[config.mk]
export PLATFORM = sky130hd
export DESIGN_NAME = sha256_byte_stream_hasher
export DESIGN_NICKNAME = d
export VERILOG_FILES = /design/src/rtl/core/sha_pkg.sv /design/src/rtl/core/sha_front.sv /design/src/rtl/core/sha_back.sv /design/src/rtl/core/sha256_byte_stream_hasher.sv
export VERILOG_INCLUDE_DIRS = /design/src /design/src/rtl/core
export SDC_FILE = /design/constraint.sdc
export NUM_CORES = 2
export LEC_CHECK = 0
export BUFFER_PORTS_ARGS = -buffer_cell sky130_fd_sc_hd__buf_2
export CAP_MARGIN = 20
export CORE_MARGIN = 2
export CORE_UTILIZATION = 45
export CTS_CLUSTER_DIAMETER = 100
export DETAILED_ROUTE_END_ITERATION = 16
export PLACE_DENSITY_LB_ADDON = 0.2
export SLEW_MARGIN = 5
export SYNTH_ARGS = -nofsm -noshare
export SYNTH_HDL_FRONTEND = slang
export SYNTH_SLANG_ARGS = --single-unit
[constraint.sdc]
create_clock -name clk -period 8 [get_ports clk]
set_clock_uncertainty 0.15 [all_clocks]
set_input_delay 0.8 -clock clk [delete_from_list [all_inputs] [get_ports clk]]
set_output_delay 0.8 -clock clk [all_outputs]
set_load 0.03 [all_outputs]
[src/rtl/core/sha256_byte_stream_hasher_defines.svh]
// Assertion macros shared by the hasher modules.
`ifndef SHA256_BYTE_STREAM_HASHER_DEFINES_SVH
`define SHA256_BYTE_STREAM_HASHER_DEFINES_SVH
// Implication checked at every clock edge outside reset.
`define SHA_ASSERT_IMP(lbl, clk, rstn, ante, cons) \
	lbl: assert property (@(posedge clk) disable iff (!rstn) (ante) |-> (cons)) \
		else $error("assertion failed");
// Next-cycle implication checked outside reset.
`define SHA_ASSERT_NEXT(lbl, clk, rstn, ante, cons) \
	lbl: assert property (@(posedge clk) disable iff (!rstn) (ante) |=> (cons)) \
		else $error("assertion failed");
`endif

[src/rtl/core/sha_pkg.sv]
// Package with types, round constants and SHA-256 helper functions.
`default_nettype none
package sha_pkg;
	localparam logic [31:0] ROUND_K [64] = '{
		32'h428a2f98, 32'h71374491, 32'hb5c0fbcf, 32'he9b5dba5, 32'h3956c25b, 32'h59f111f1,
		32'h923f82a4, 32'hab1c5ed5, 32'hd807aa98, 32'h12835b01, 32'h243185be, 32'h550c7dc3,
		32'h72be5d74, 32'h80deb1fe, 32'h9bdc06a7, 32'hc19bf174, 32'he49b69c1, 32'hefbe4786,
		32'h0fc19dc6, 32'h240ca1cc, 32'h2de92c6f, 32'h4a7484aa, 32'h5cb0a9dc, 32'h76f988da,
		32'h983e5152, 32'ha831c66d, 32'hb00327c8, 32'hbf597fc7, 32'hc6e00bf3, 32'hd5a79147,
		32'h06ca6351, 32'h14292967, 32'h27b70a85, 32'h2e1b2138, 32'h4d2c6dfc, 32'h53380d13,
		32'h650a7354, 32'h766a0abb, 32'h81c2c92e, 32'h92722c85, 32'ha2bfe8a1, 32'ha81a664b,
		32'hc24b8b70, 32'hc76c51a3, 32'hd192e819, 32'hd6990624, 32'hf40e3585, 32'h106aa070,
		32'h19a4c116, 32'h1e376c08, 32'h2748774c, 32'h34b0bcb5, 32'h391c0cb3, 32'h4ed8aa4a,
		32'h5b9cca4f, 32'h682e6ff3, 32'h748f82ee, 32'h78a5636f, 32'h84c87814, 32'h8cc70208,
		32'h90befffa, 32'ha4506ceb, 32'hbef9a3f7, 32'hc67178f2};
	localparam logic [31:0] INIT_H [8] = '{
		32'h6a09e667, 32'hbb67ae85, 32'h3c6ef372, 32'ha54ff53a,
		32'h510e527f, 32'h9b05688c, 32'h1f83d9ab, 32'h5be0cd19};
	localparam logic [7:0] PAD_BYTE = 8'h80;
	localparam logic [5:0] LEN_POS = 6'd56;
	localparam int QUEUE_DEPTH = 4;

	// One classified item as it travels through the queue.
	typedef struct packed {
		logic [7:0] data_byte;
		logic       has_byte;
		logic       end_of_message;
	} item_t;

	typedef enum logic [2:0] {
		ST_IDLE, ST_PAD, ST_LEN, ST_COMP, ST_FOLD, ST_OUT
	} back_state_t;

	function automatic logic [31:0] ror32(input logic [31:0] v, input int n);
		return (v >> n) | (v << (32 - n));
	endfunction
	function automatic logic [31:0] sig0(input logic [31:0] x);
		return ror32(x, 7) ^ ror32(x, 18) ^ (x >> 3);
	endfunction
	function automatic logic [31:0] sig1(input logic [31:0] x);
		return ror32(x, 17) ^ ror32(x, 19) ^ (x >> 10);
	endfunction
	function automatic logic [31:0] bsig0(input logic [31:0] x);
		return ror32(x, 2) ^ ror32(x, 13) ^ ror32(x, 22);
	endfunction
	function automatic logic [31:0] bsig1(input logic [31:0] x);
		return ror32(x, 6) ^ ror32(x, 11) ^ ror32(x, 25);
	endfunction
endpackage
`default_nettype wire

[src/rtl/core/sha_front.sv]
// Front end: classifies input beats and queues them toward the back end.
`default_nettype none
`include "sha256_byte_stream_hasher_defines.svh"
module sha_front (
	input  wire              clk,
	input  wire              arst_n,
	input  wire              s_tvalid,
	output logic             s_tready,
	input  wire  [7:0]       data_byte,
	input  wire  [1:0]       flags,
	output logic             q_valid,
	input  wire              q_pop,
	output sha_pkg::item_t   q_item
);
	localparam int AW = $clog2(sha_pkg::QUEUE_DEPTH);
	sha_pkg::item_t mem_q [sha_pkg::QUEUE_DEPTH];
	logic [AW-1:0] wr_q, rd_q;
	logic [AW:0] cnt_q;
	logic push, pop;

	// Items with neither flag change nothing and are dropped here.
	assign s_tready = (cnt_q != (AW+1)'(sha_pkg::QUEUE_DEPTH));
	assign push = s_tvalid && s_tready && (flags != 2'b00);
	assign q_valid = (cnt_q != '0);
	assign pop = q_valid && q_pop;
	assign q_item = mem_q[rd_q];

	always_ff @(posedge clk) begin
		if (push) begin
			mem_q[wr_q] <= '{data_byte: data_byte, has_byte: flags[0],
				end_of_message: flags[1]};
		end
	end

	// Queue pointers.
	always_ff @(posedge clk or negedge arst_n) begin
		if (!arst_n) begin
			wr_q <= '0;
			rd_q <= '0;
			cnt_q <= '0;
		end else begin
			if (push) wr_q <= wr_q + AW'(1);
			if (pop) rd_q <= rd_q + AW'(1);
			cnt_q <= cnt_q + (AW+1)'(push) - (AW+1)'(pop);
		end
	end

	`SHA_ASSERT_IMP(a_no_overflow, clk, arst_n, push, cnt_q < (AW+1)'(sha_pkg::QUEUE_DEPTH))
	`SHA_ASSERT_IMP(a_pop_valid, clk, arst_n, pop, cnt_q != '0)
	`SHA_ASSERT_NEXT(a_cnt_hold, clk, arst_n, !push && !pop, $stable(cnt_q))
endmodule
`default_nettype wire

[src/rtl/core/sha_back.sv]
// Back end: block buffer, padding sequencer, round engine and digest output.
`default_nettype none
`include "sha256_byte_stream_hasher_defines.svh"
module sha_back (
	input  wire             clk,
	input  wire             arst_n,
	input  wire             q_valid,
	output logic            q_pop,
	input  sha_pkg::item_t  q_item,
	output logic            m_tvalid,
	input  wire             m_tready,
	output logic [31:0]     digest_word,
	output logic [2:0]      word_index,
	output logic            last_word
);
	sha_pkg::back_state_t st_q, st_d;
	logic [31:0] h_q [8];
	logic [31:0] a_q [8];
	logic [31:0] w_q [16];
	logic [5:0]  fill_q;
	logic [63:0] len_q;
	logic [5:0]  rnd_q;
	logic [2:0]  lcnt_q;
	logic [2:0]  oidx_q;
	logic        eom_q;
	logic        pad_q;
	logic        fin_q;
	logic [63:0] bits;
	logic        put;
	logic [7:0]  put_byte;
	logic [31:0] wnew, t1, t2, wcur;

	assign bits = {len_q[60:0], 3'b000};
	assign wcur = w_q[0];
	assign wnew = w_q[0] + sha_pkg::sig0(w_q[1]) + w_q[9] + sha_pkg::sig1(w_q[14]);
	assign t1 = a_q[7] + sha_pkg::bsig1(a_q[4]) + ((a_q[4] & a_q[5]) ^ (~a_q[4] & a_q[6]))
		+ sha_pkg::ROUND_K[rnd_q] + wcur;
	assign t2 = sha_pkg::bsig0(a_q[0]) + ((a_q[0] & a_q[1]) ^ (a_q[0] & a_q[2]) ^
		(a_q[1] & a_q[2]));

	// Sequencer: decides which byte enters the block this cycle.
	always_comb begin
		st_d = st_q;
		q_pop = 1'b0;
		put = 1'b0;
		put_byte = q_item.data_byte;
		unique case (st_q)
			sha_pkg::ST_IDLE: begin
				// Every queued item is taken here; a full block is compressed first.
				if (q_valid) begin
					q_pop = 1'b1;
					put = q_item.has_byte;
					if (q_item.has_byte && fill_q == 6'd63) st_d = sha_pkg::ST_COMP;
					else if (q_item.end_of_message) st_d = sha_pkg::ST_PAD;
				end
			end
			sha_pkg::ST_PAD: begin
				// First pad beat carries 0x80, the rest are zeros until byte 56.
				put = 1'b1;
				put_byte = pad_q ? 8'h00 : sha_pkg::PAD_BYTE;
				if (fill_q == 6'd63) st_d = sha_pkg::ST_COMP;
				else if (fill_q == sha_pkg::LEN_POS - 6'd1) st_d = sha_pkg::ST_LEN;
			end
			sha_pkg::ST_LEN: begin
				put = 1'b1;
				put_byte = bits[{3'd7 - lcnt_q, 3'b000} +: 8];
				if (lcnt_q == 3'd7) st_d = sha_pkg::ST_COMP;
			end
			sha_pkg::ST_COMP: begin
				if (rnd_q == 6'd63) st_d = sha_pkg::ST_FOLD;
			end
			sha_pkg::ST_FOLD: begin
				// After the length block the digest is ready; otherwise keep padding after an end of message, else take more bytes.
				if (fin_q) st_d = sha_pkg::ST_OUT;
				else if (eom_q) st_d = sha_pkg::ST_PAD;
				else st_d = sha_pkg::ST_IDLE;
			end
			sha_pkg::ST_OUT: begin
				if (m_tready && oidx_q == 3'd7) st_d = sha_pkg::ST_IDLE;
			end
			default: st_d = sha_pkg::ST_IDLE;
		endcase
	end

	// Output is taken straight from the hash registers.
	assign m_tvalid = (st_q == sha_pkg::ST_OUT);
	assign digest_word = h_q[oidx_q];
	assign word_index = oidx_q;
	assign last_word = (oidx_q == 3'd7);

	// Control and hash state.
	always_ff @(posedge clk or negedge arst_n) begin
		if (!arst_n) begin
			st_q <= sha_pkg::ST_IDLE;
			fill_q <= '0;
			len_q <= '0;
			rnd_q <= '0;
			lcnt_q <= '0;
			oidx_q <= '0;
			eom_q <= 1'b0;
			pad_q <= 1'b0;
			fin_q <= 1'b0;
			for (int i = 0; i < 8; i++) h_q[i] <= sha_pkg::INIT_H[i];
		end else begin
			st_q <= st_d;
			if (put) fill_q <= fill_q + 6'd1;
			if (st_q == sha_pkg::ST_IDLE && q_valid) begin
				if (q_item.has_byte) len_q <= len_q + 64'd1;
				if (q_item.end_of_message) eom_q <= 1'b1;
			end
			if (st_q == sha_pkg::ST_PAD) pad_q <= 1'b1;
			if (st_q == sha_pkg::ST_LEN) begin
				lcnt_q <= lcnt_q + 3'd1;
				if (lcnt_q == 3'd7) fin_q <= 1'b1;
			end
			if (st_q == sha_pkg::ST_COMP) rnd_q <= rnd_q + 6'd1;
			if (st_q == sha_pkg::ST_FOLD) begin
				for (int i = 0; i < 8; i++) h_q[i] <= h_q[i] + a_q[i];
			end
			if (st_q == sha_pkg::ST_OUT && m_tready) begin
				oidx_q <= oidx_q + 3'd1;
				if (oidx_q == 3'd7) begin
					len_q <= '0;
					eom_q <= 1'b0;
					pad_q <= 1'b0;
					fin_q <= 1'b0;
					for (int i = 0; i < 8; i++) h_q[i] <= sha_pkg::INIT_H[i];
				end
			end
		end
	end

	// Block words and working variables.
	always_ff @(posedge clk) begin
		if (put) begin
			w_q[fill_q[5:2]] <= {w_q[fill_q[5:2]][23:0], put_byte};
		end
		if (st_q != sha_pkg::ST_COMP && st_d == sha_pkg::ST_COMP) begin
			for (int i = 0; i < 8; i++) a_q[i] <= h_q[i];
		end
		if (st_q == sha_pkg::ST_COMP) begin
			// One round per cycle; the schedule window shifts by one word.
			for (int i = 0; i < 15; i++) w_q[i] <= w_q[i+1];
			w_q[15] <= wnew;
			a_q[7] <= a_q[6]; a_q[6] <= a_q[5]; a_q[5] <= a_q[4];
			a_q[4] <= a_q[3] + t1;
			a_q[3] <= a_q[2]; a_q[2] <= a_q[1]; a_q[1] <= a_q[0];
			a_q[0] <= t1 + t2;
		end
	end

	`SHA_ASSERT_IMP(a_out_in_state, clk, arst_n, m_tvalid, st_q == sha_pkg::ST_OUT)
	`SHA_ASSERT_NEXT(a_out_hold, clk, arst_n, m_tvalid && !m_tready, $stable(oidx_q))
	`SHA_ASSERT_IMP(a_rnd_range, clk, arst_n, st_q == sha_pkg::ST_FOLD, rnd_q == 6'd0)
endmodule
`default_nettype wire

[src/rtl/core/sha256_byte_stream_hasher.sv]
// Each 64-byte block takes 64 byte loads, 64 rounds and one fold; the back end takes no new
// bytes while it compresses, and an accepted beat waits in the front queue until it loads.
// After the end-of-message beat, pad and length bytes load one per cycle between compressions,
// and the digest is ready once the last block is folded; a pad byte past byte 55 adds a block.
// The digest leaves as eight beats, one per cycle when accepted; reset (arst_n low) clears
// the queue and loads the initial hash values at once.
`default_nettype none
module sha256_byte_stream_hasher (
	input  wire         clk,
	input  wire         arst_n,
	input  wire         s_tvalid,
	output logic        s_tready,
	input  wire  [7:0]  s_tdata,   // data_byte[7:0]
	input  wire         s_tlast,   // end_of_message
	input  wire         s_tuser,   // has_byte
	output logic        m_tvalid,
	input  wire         m_tready,
	output logic [39:0] m_tdata,   // digest_word[31:0], word_index[34:32], zero fill
	output logic        m_tlast    // last_word
);
	logic q_valid, q_pop;
	sha_pkg::item_t q_item;
	logic [31:0] dw;
	logic [2:0] wi;

	sha_front u_front (
		.clk(clk), .arst_n(arst_n), .s_tvalid(s_tvalid), .s_tready(s_tready),
		.data_byte(s_tdata), .flags({s_tlast, s_tuser}),
		.q_valid(q_valid), .q_pop(q_pop), .q_item(q_item)
	);

	sha_back u_back (
		.clk(clk), .arst_n(arst_n), .q_valid(q_valid), .q_pop(q_pop), .q_item(q_item),
		.m_tvalid(m_tvalid), .m_tready(m_tready), .digest_word(dw),
		.word_index(wi), .last_word(m_tlast)
	);

	assign m_tdata = {5'b00000, wi, dw};
endmodule
`default_nettype wire

; ---- Yosys cells after proc, flatten, opt, wreduce, memory -nomap -nowiden
; Memories as Yosys holds them, arrays and structs flattened.
; Index checks and enable logic that the tools add are counted.
; Widths: inputs -> output; s select.
[totals]
romBits = 2048
output_inout_bits = 43
n_memories = 4
word_cells = 177
register_bits = 351
ram_bits = 808
[mem_list]
columns = memory, depth, width, read_ports, rd_clocked_by_memory_dff, wr, line_no
row1 = (no name shown), 64, 32, 1, 0, 0, sha_back.sv:37  ; + sha_pkg::ROUND_K[rnd_q] + wcur;
row2 = u_back.w_q, 16, 32, 17, 0, 16, sha_back.sv:19  ; logic [31:0] w_q [16];
row3 = u_back.a_q, 8, 32, 8, 0, 8, sha_back.sv:18  ; logic [31:0] a_q [8];
row4 = u_front.mem_q, 4, 10, 1, 0, 1, sha_front.sv:16  ; sha_pkg::item_t mem_q [sha_pkg::QUEUE_DEPTH];
[classes]
shifts = 1
magnitude_cmp = 2
bitwise = 37
n_mux = 59
eq_ne = 13
n_addsub = 28
reduce_logical = 13
[op_table]
columns = operator, count
row1 = $mux 256, 3
row2 = $add 32x32->32, 18
row3 = $mux 32, 13
row4 = $xor 32x32->32, 9
row5 = $mux 64, 4
row6 = $and 32x32->32, 5
row7 = $bmux 32 s3, 1
row8 = $add 64x1->64 const B, 1
row9 = $shiftx 64x7->8, 1
row10 = $not 32->32, 1
row11 = $or 10x32->32, 1
row12 = $or 13x32->32, 1
row13 = $or 14x32->32, 1
row14 = $or 15x32->32, 1
row15 = $or 19x32->32, 1
row16 = $or 21x32->32, 1
row17 = $or 25x32->32, 1
row18 = $or 26x32->32, 1
row19 = $or 30x32->32, 1
row20 = $or 7x32->32, 1
row21 = $reduce_or 32->1, 1
row22 = $xor 32x22->32, 1
row23 = $xor 32x29->32, 1
row24 = $mux 3, 9
row25 = other kinds (28), 75

; ---- Logic depth before layout (Yosys ltp)
[logic_depth]
ltp_word = 10
depth_mapped = 36
mapped_depth_nobuf = 36

; ---- By module
; From an unflattened synthesis, not the netlist that was laid out.
[unflattened]
hier_cells = 7680
hier_area_um2 = 79673.9
[by_module_without_submodules]
columns = module, instances, area_each_um2, cells_each, seq_area_each_um2
row1 = sha_back, 1, 77758.3, 7585, 31765.5
row2 = sha_front, 1, 1874.3, 89, 1376.3
row3 = sha256_byte_stream_hasher, 1, 41.3, 6, 0.0

; ---- Least setup slack after synthesis
; No wires, ideal clock.
[synth_path]
path_kind = register to register
startpoint = register u_back.rnd_q[1]
endpoint = memory u_back.a_q[0][31], data pin
path_stages_with_launch = 33
required_ns = 7.582
setup_time_ns = 0.268
n_path_buf = 2
arrival_time_ns = 8.046
slack_ns = -0.465
period_less_slack_ns = 8.465
path_cell_list = dfrtp_1 clkinv_1 ha_1 clkbuf_1 nor2_1 o32ai_1 mux4_2 fa_1 inv_1 fa_1 inv_1 fa_1 inv_1 ha_1 clkbuf_1 a21o_1 a21o_1 a21o_1 a21oi_1 o21ai_0 nor3_1 a21o_1 a2bb2oi_1 mux2_2 a2111oi_0 fa_1 inv_1 ha_1 a21oi_1 o21ai_0 a211oi_2 xnor2_1 o21ai_0
[synth_rtl]
columns = item, line_no
row1 = start: declaration, sha_back.sv:22  ; logic [5:0] rnd_q;
row2 = start signal: assignment, sha_back.sv:116  ; if (st_q == sha_pkg::ST_COMP) rnd_q <= rnd_q + 6'd1;
row3 = end: declaration, sha_back.sv:18

==> results.sh <==
export IMPL_ys_seq_elements=1156
export IMPL_cp_end_kind="register"
export IMPL_antenna_left=0
export IMPL_place_congestion=0.965
export IMPL_grt_max_degree=177
export IMPL_worstReg2RegStart="u_back.rnd_q[1]$_DFFE_PN0P_"
export IMPL_path_class="reg -> reg"
export IMPL_antenna_found_initial=4
export IMPL_min_delay_path_class="in -> reg"
export IMPL_port_buffers=51
export IMPL_syn_avg_cell_area_um2=10.5
export IMPL_ys_warn_count=0
export IMPL_reg2reg_setup_slack_ns=0.05
export IMPL_slew_headroom_pct=21.6
export IMPL_cp_max_fo=7
export IMPL_placed_cells=9985
export IMPL_syn2layout_area_growth_pct=13.8
export IMPL_nFillCells=15600
export IMPL_num_vias=61500
export IMPL_cts_tree="yes"
export IMPL_numCtsBuffers=136
export IMPL_initialDrtViolationCount=6114
export IMPL_start_util_pct=45.2
export IMPL_synth_seq_area_share_pct=41.8
export IMPL_synth_cell_type_count=109
export IMPL_routed_wl_met2_mm=125
export IMPL_viasPerCell=5.99
export IMPL_cpPeakStageDelay_ns=0.54
export IMPL_critical_path_endpoint="u_back.a_q[0][31]$_DFFE_PP_"
export IMPL_synthesis_area_mm2=0.0793
export IMPL_grt_pass1_vias=60000
export IMPL_root_buffer="clkbuf_16"
export IMPL_ios=57
export IMPL_clock_path_buffers=3
export IMPL_clock_sinks=1156
export IMPL_routed_wl_mm=264
export IMPL_die_y_um=424
export IMPL_worstSetupStartpoint="u_back.rnd_q[1]$_DFFE_PN0P_"
export IMPL_rsz0062_at_grt="yes"
export IMPL_synth_edf_count=808
export IMPL_drt_first_pass_iters=6
export IMPL_drive_gt1_share_pct=17.3
export IMPL_rows=154
export IMPL_stdcell_count=10300
export IMPL_finalNetCount=8427
export IMPL_core_area_mm2=0.176
export IMPL_grt_overflow_total=0
export IMPL_maxSlewViolCount=0
export IMPL_worst_slew_pin_slew_ns=1.18
export IMPL_drv_cap=0
export IMPL_met3_wirelength_mm=16.8
export IMPL_startpoint_type="register"
export IMPL_crit_required_ns=8.39
export IMPL_hold_violations=0
export IMPL_status="finished, final reports clean"
export IMPL_setup_viol=0
export IMPL_wl_met1_mm=112
export IMPL_drc=0
export IMPL_period_share_pct=99.3
export IMPL_fmax_ghz=0.126
export IMPL_maxUsedRoutingLayer="met4"
export IMPL_clkTransAtPathRegs_ns=0.06
export IMPL_async_flop_share_pct=30.1
export IMPL_r2r_end="u_back.a_q[0][31]$_DFFE_PP_"
export IMPL_die_w_um=424
export IMPL_grt_pass1_wl_mm=394
export IMPL_path_common_cell="fa_1"
export IMPL_slowest_stage="fa_1"
export IMPL_grtUsageTotal_pct=29.1
export IMPL_htreeDepth=4
export IMPL_syn_inst=7583
export IMPL_fin_crit_ns=7.95
export IMPL_place_hpwl_mm=191
export IMPL_arrival_ns=8.34
export IMPL_die_area_mm2=0.180
export IMPL_worstSkewPairLatency_ns=0.82
export IMPL_synth_flop_cell="edfxtp_1"
export IMPL_worst_r2r_cell_count=35
export IMPL_avgRoutedWirePerCell_um=25.8
[metal layers]
metal,vias to the layer above,global-route usage (%)
met4,0,10.7
met5,-,0
met1,31000,39.8
met2,2213,47.3
met3,441,4.10
li1,27900,-
[worst min path at each step]
stage	start	end	slack, ns	depth (start not counted)
after global placement	u_back.pad_q$_DFF_PN0_	u_back.pad_q$_DFF_PN0_	0.33	2
after floorplan	u_back.h_q[31]$_DFF_PN0_	u_back.h_q[31]$_DFF_PN0_	0.31	1
after detailed placement	u_back.pad_q$_DFF_PN0_	u_back.pad_q$_DFF_PN0_	0.34	2
after global routing	s_tdata[7]	u_front.mem_q[0][9]$_DFFE_PP_	0.04	1
final	s_tdata[7]	u_front.mem_q[0][9]$_DFFE_PP_	0.06	1
after CTS	s_tdata[7]	u_front.mem_q[2][9]$_DFFE_PP_	0.009	1
[sequential cells by signal, indices dropped and copies added, names as in the netlist]
signal / cells
u_back.h_q: 256
u_back.rnd_q: 6
u_back.w_q: 512
u_front.wr_q: 2
u_back.word_index: 3
u_back.len_q: 61
u_front.cnt_q: 3
u_back.lcnt_q: 3
u_back.fin_q: 1
u_front.mem_q: 40
u_back.pad_q: 1
u_front.rd_q: 2
u_back.fill_q: 6
u_back.eom_q: 1
u_back.a_q: 256
u_back.st_q: 3
[per-stage QoR]
step	worst slack [ns]	setup TNS (ns)	hold slack, ns	area, µm²	util, %
6_report	0.0535	0	0.0650	90300	51.4
5_1_grt	-0.188	-1.55	0.0377	90300	51.4
4_1_cts	0.00176	0	0.00948	89500	51.0
3_5_place_dp	-0.524	-5.87	0.341	84600	48.2
3_3_place_gp	-0.569	-6.17	0.332	84600	48.2
2_1_floorplan	-0.0698	-0.0698	0.312	79300	-
[Yosys cell counts, drive strengths merged (50+ instances only)]
cell    instances  area (µm²)
nand2        1152        4330
edfxtp        808       24300
a21o          671        5040
a21oi         478        2390
xnor2         413        3620
o21ai         408        2050
ha            405        5070
clkbuf        371        1430
nor2          301        1140
inv           282        1060
mux4          215        4840
dfrtp         212        5310
xor2          197        1730
fa            196        3920
dfstp         136        3570
nand3         117         596
nor3           97         513
o211ai         92         691
buf            79         377
a211oi         73         558
nand2b         68         425
a31oi          54         357
and2           54         338
and3           53         333
o21bai         51         383
nor2b          50         313
[kinds of logic (layout without fill, tap and decap cells)]
kind of cell             count (synthesis)  in the layout  share of synthesized area, %
AO/OA/AOI/OAI                         2093           2093                          17.3
XOR/XNOR                               610            610                          6.74
adder cells (fa/ha/maj)                624            624                          11.6
buffers and inverters                  734           1073                          3.63
flip-flops                            1156           1156                          41.8
multiplexers                           307            307                          7.34
other                                    1              6                       0.00473
AND/OR/NAND/NOR                       2058           2058                          11.5
[worst max-delay path, delay by kind of cell, from the launching register on]
family | cells | cell delay [ns]
buffers and inverters | 9 | 0.80
flip-flops | 1 | 0.40
XOR/XNOR | 1 | 0.15
AO/OA/AOI/OAI | 12 | 2.29
adder cells (fa/ha/maj) | 7 | 2.53
multiplexers | 2 | 0.84
AND/OR/NAND/NOR | 4 | 0.51
[placed cells by master (no fill, tap or decap), types with 273 or more instances in the layout]
| master | instances |
|---|---|
| nand2_1 | 1142 |
| ha_1 | 380 |
| inv_1 | 273 |
| edfxtp_1 | 808 |
| nor2_1 | 285 |
| xnor2_1 | 403 |
| o21ai_0 | 342 |
| a21oi_1 | 455 |
| buf_4 | 455 |
| a21o_1 | 670 |
[area by class of cell]
type | count | area [µm²] | share of cell area, %
Timing Repair Buffer | 537 | 4180 | 4.63
Antenna cell | 1 | 2.50 | 0.00277
Clock inverter | 61 | 698 | 0.773
Sequential cell | 1156 | 33200 | 36.7
Clock buffer | 191 | 3760 | 4.17
Tap cell | 2340 | 2930 | 3.24
Inverter | 284 | 1070 | 1.18
Multi-Input combinational cell | 5697 | 44500 | 49.3
[what timing repair did]
action	4_1_cts	5_1_grt
hold buffers	1	0
endpoints found under the setup margin	25	24
endpoints found under the hold margin	22	0
buffers inserted	6	22
pin swaps	26	112
gates resized for setup	89	152
Power is not shown: default switching activity piles up to over one toggle a cycle in this logic, so the estimate is an artifact.
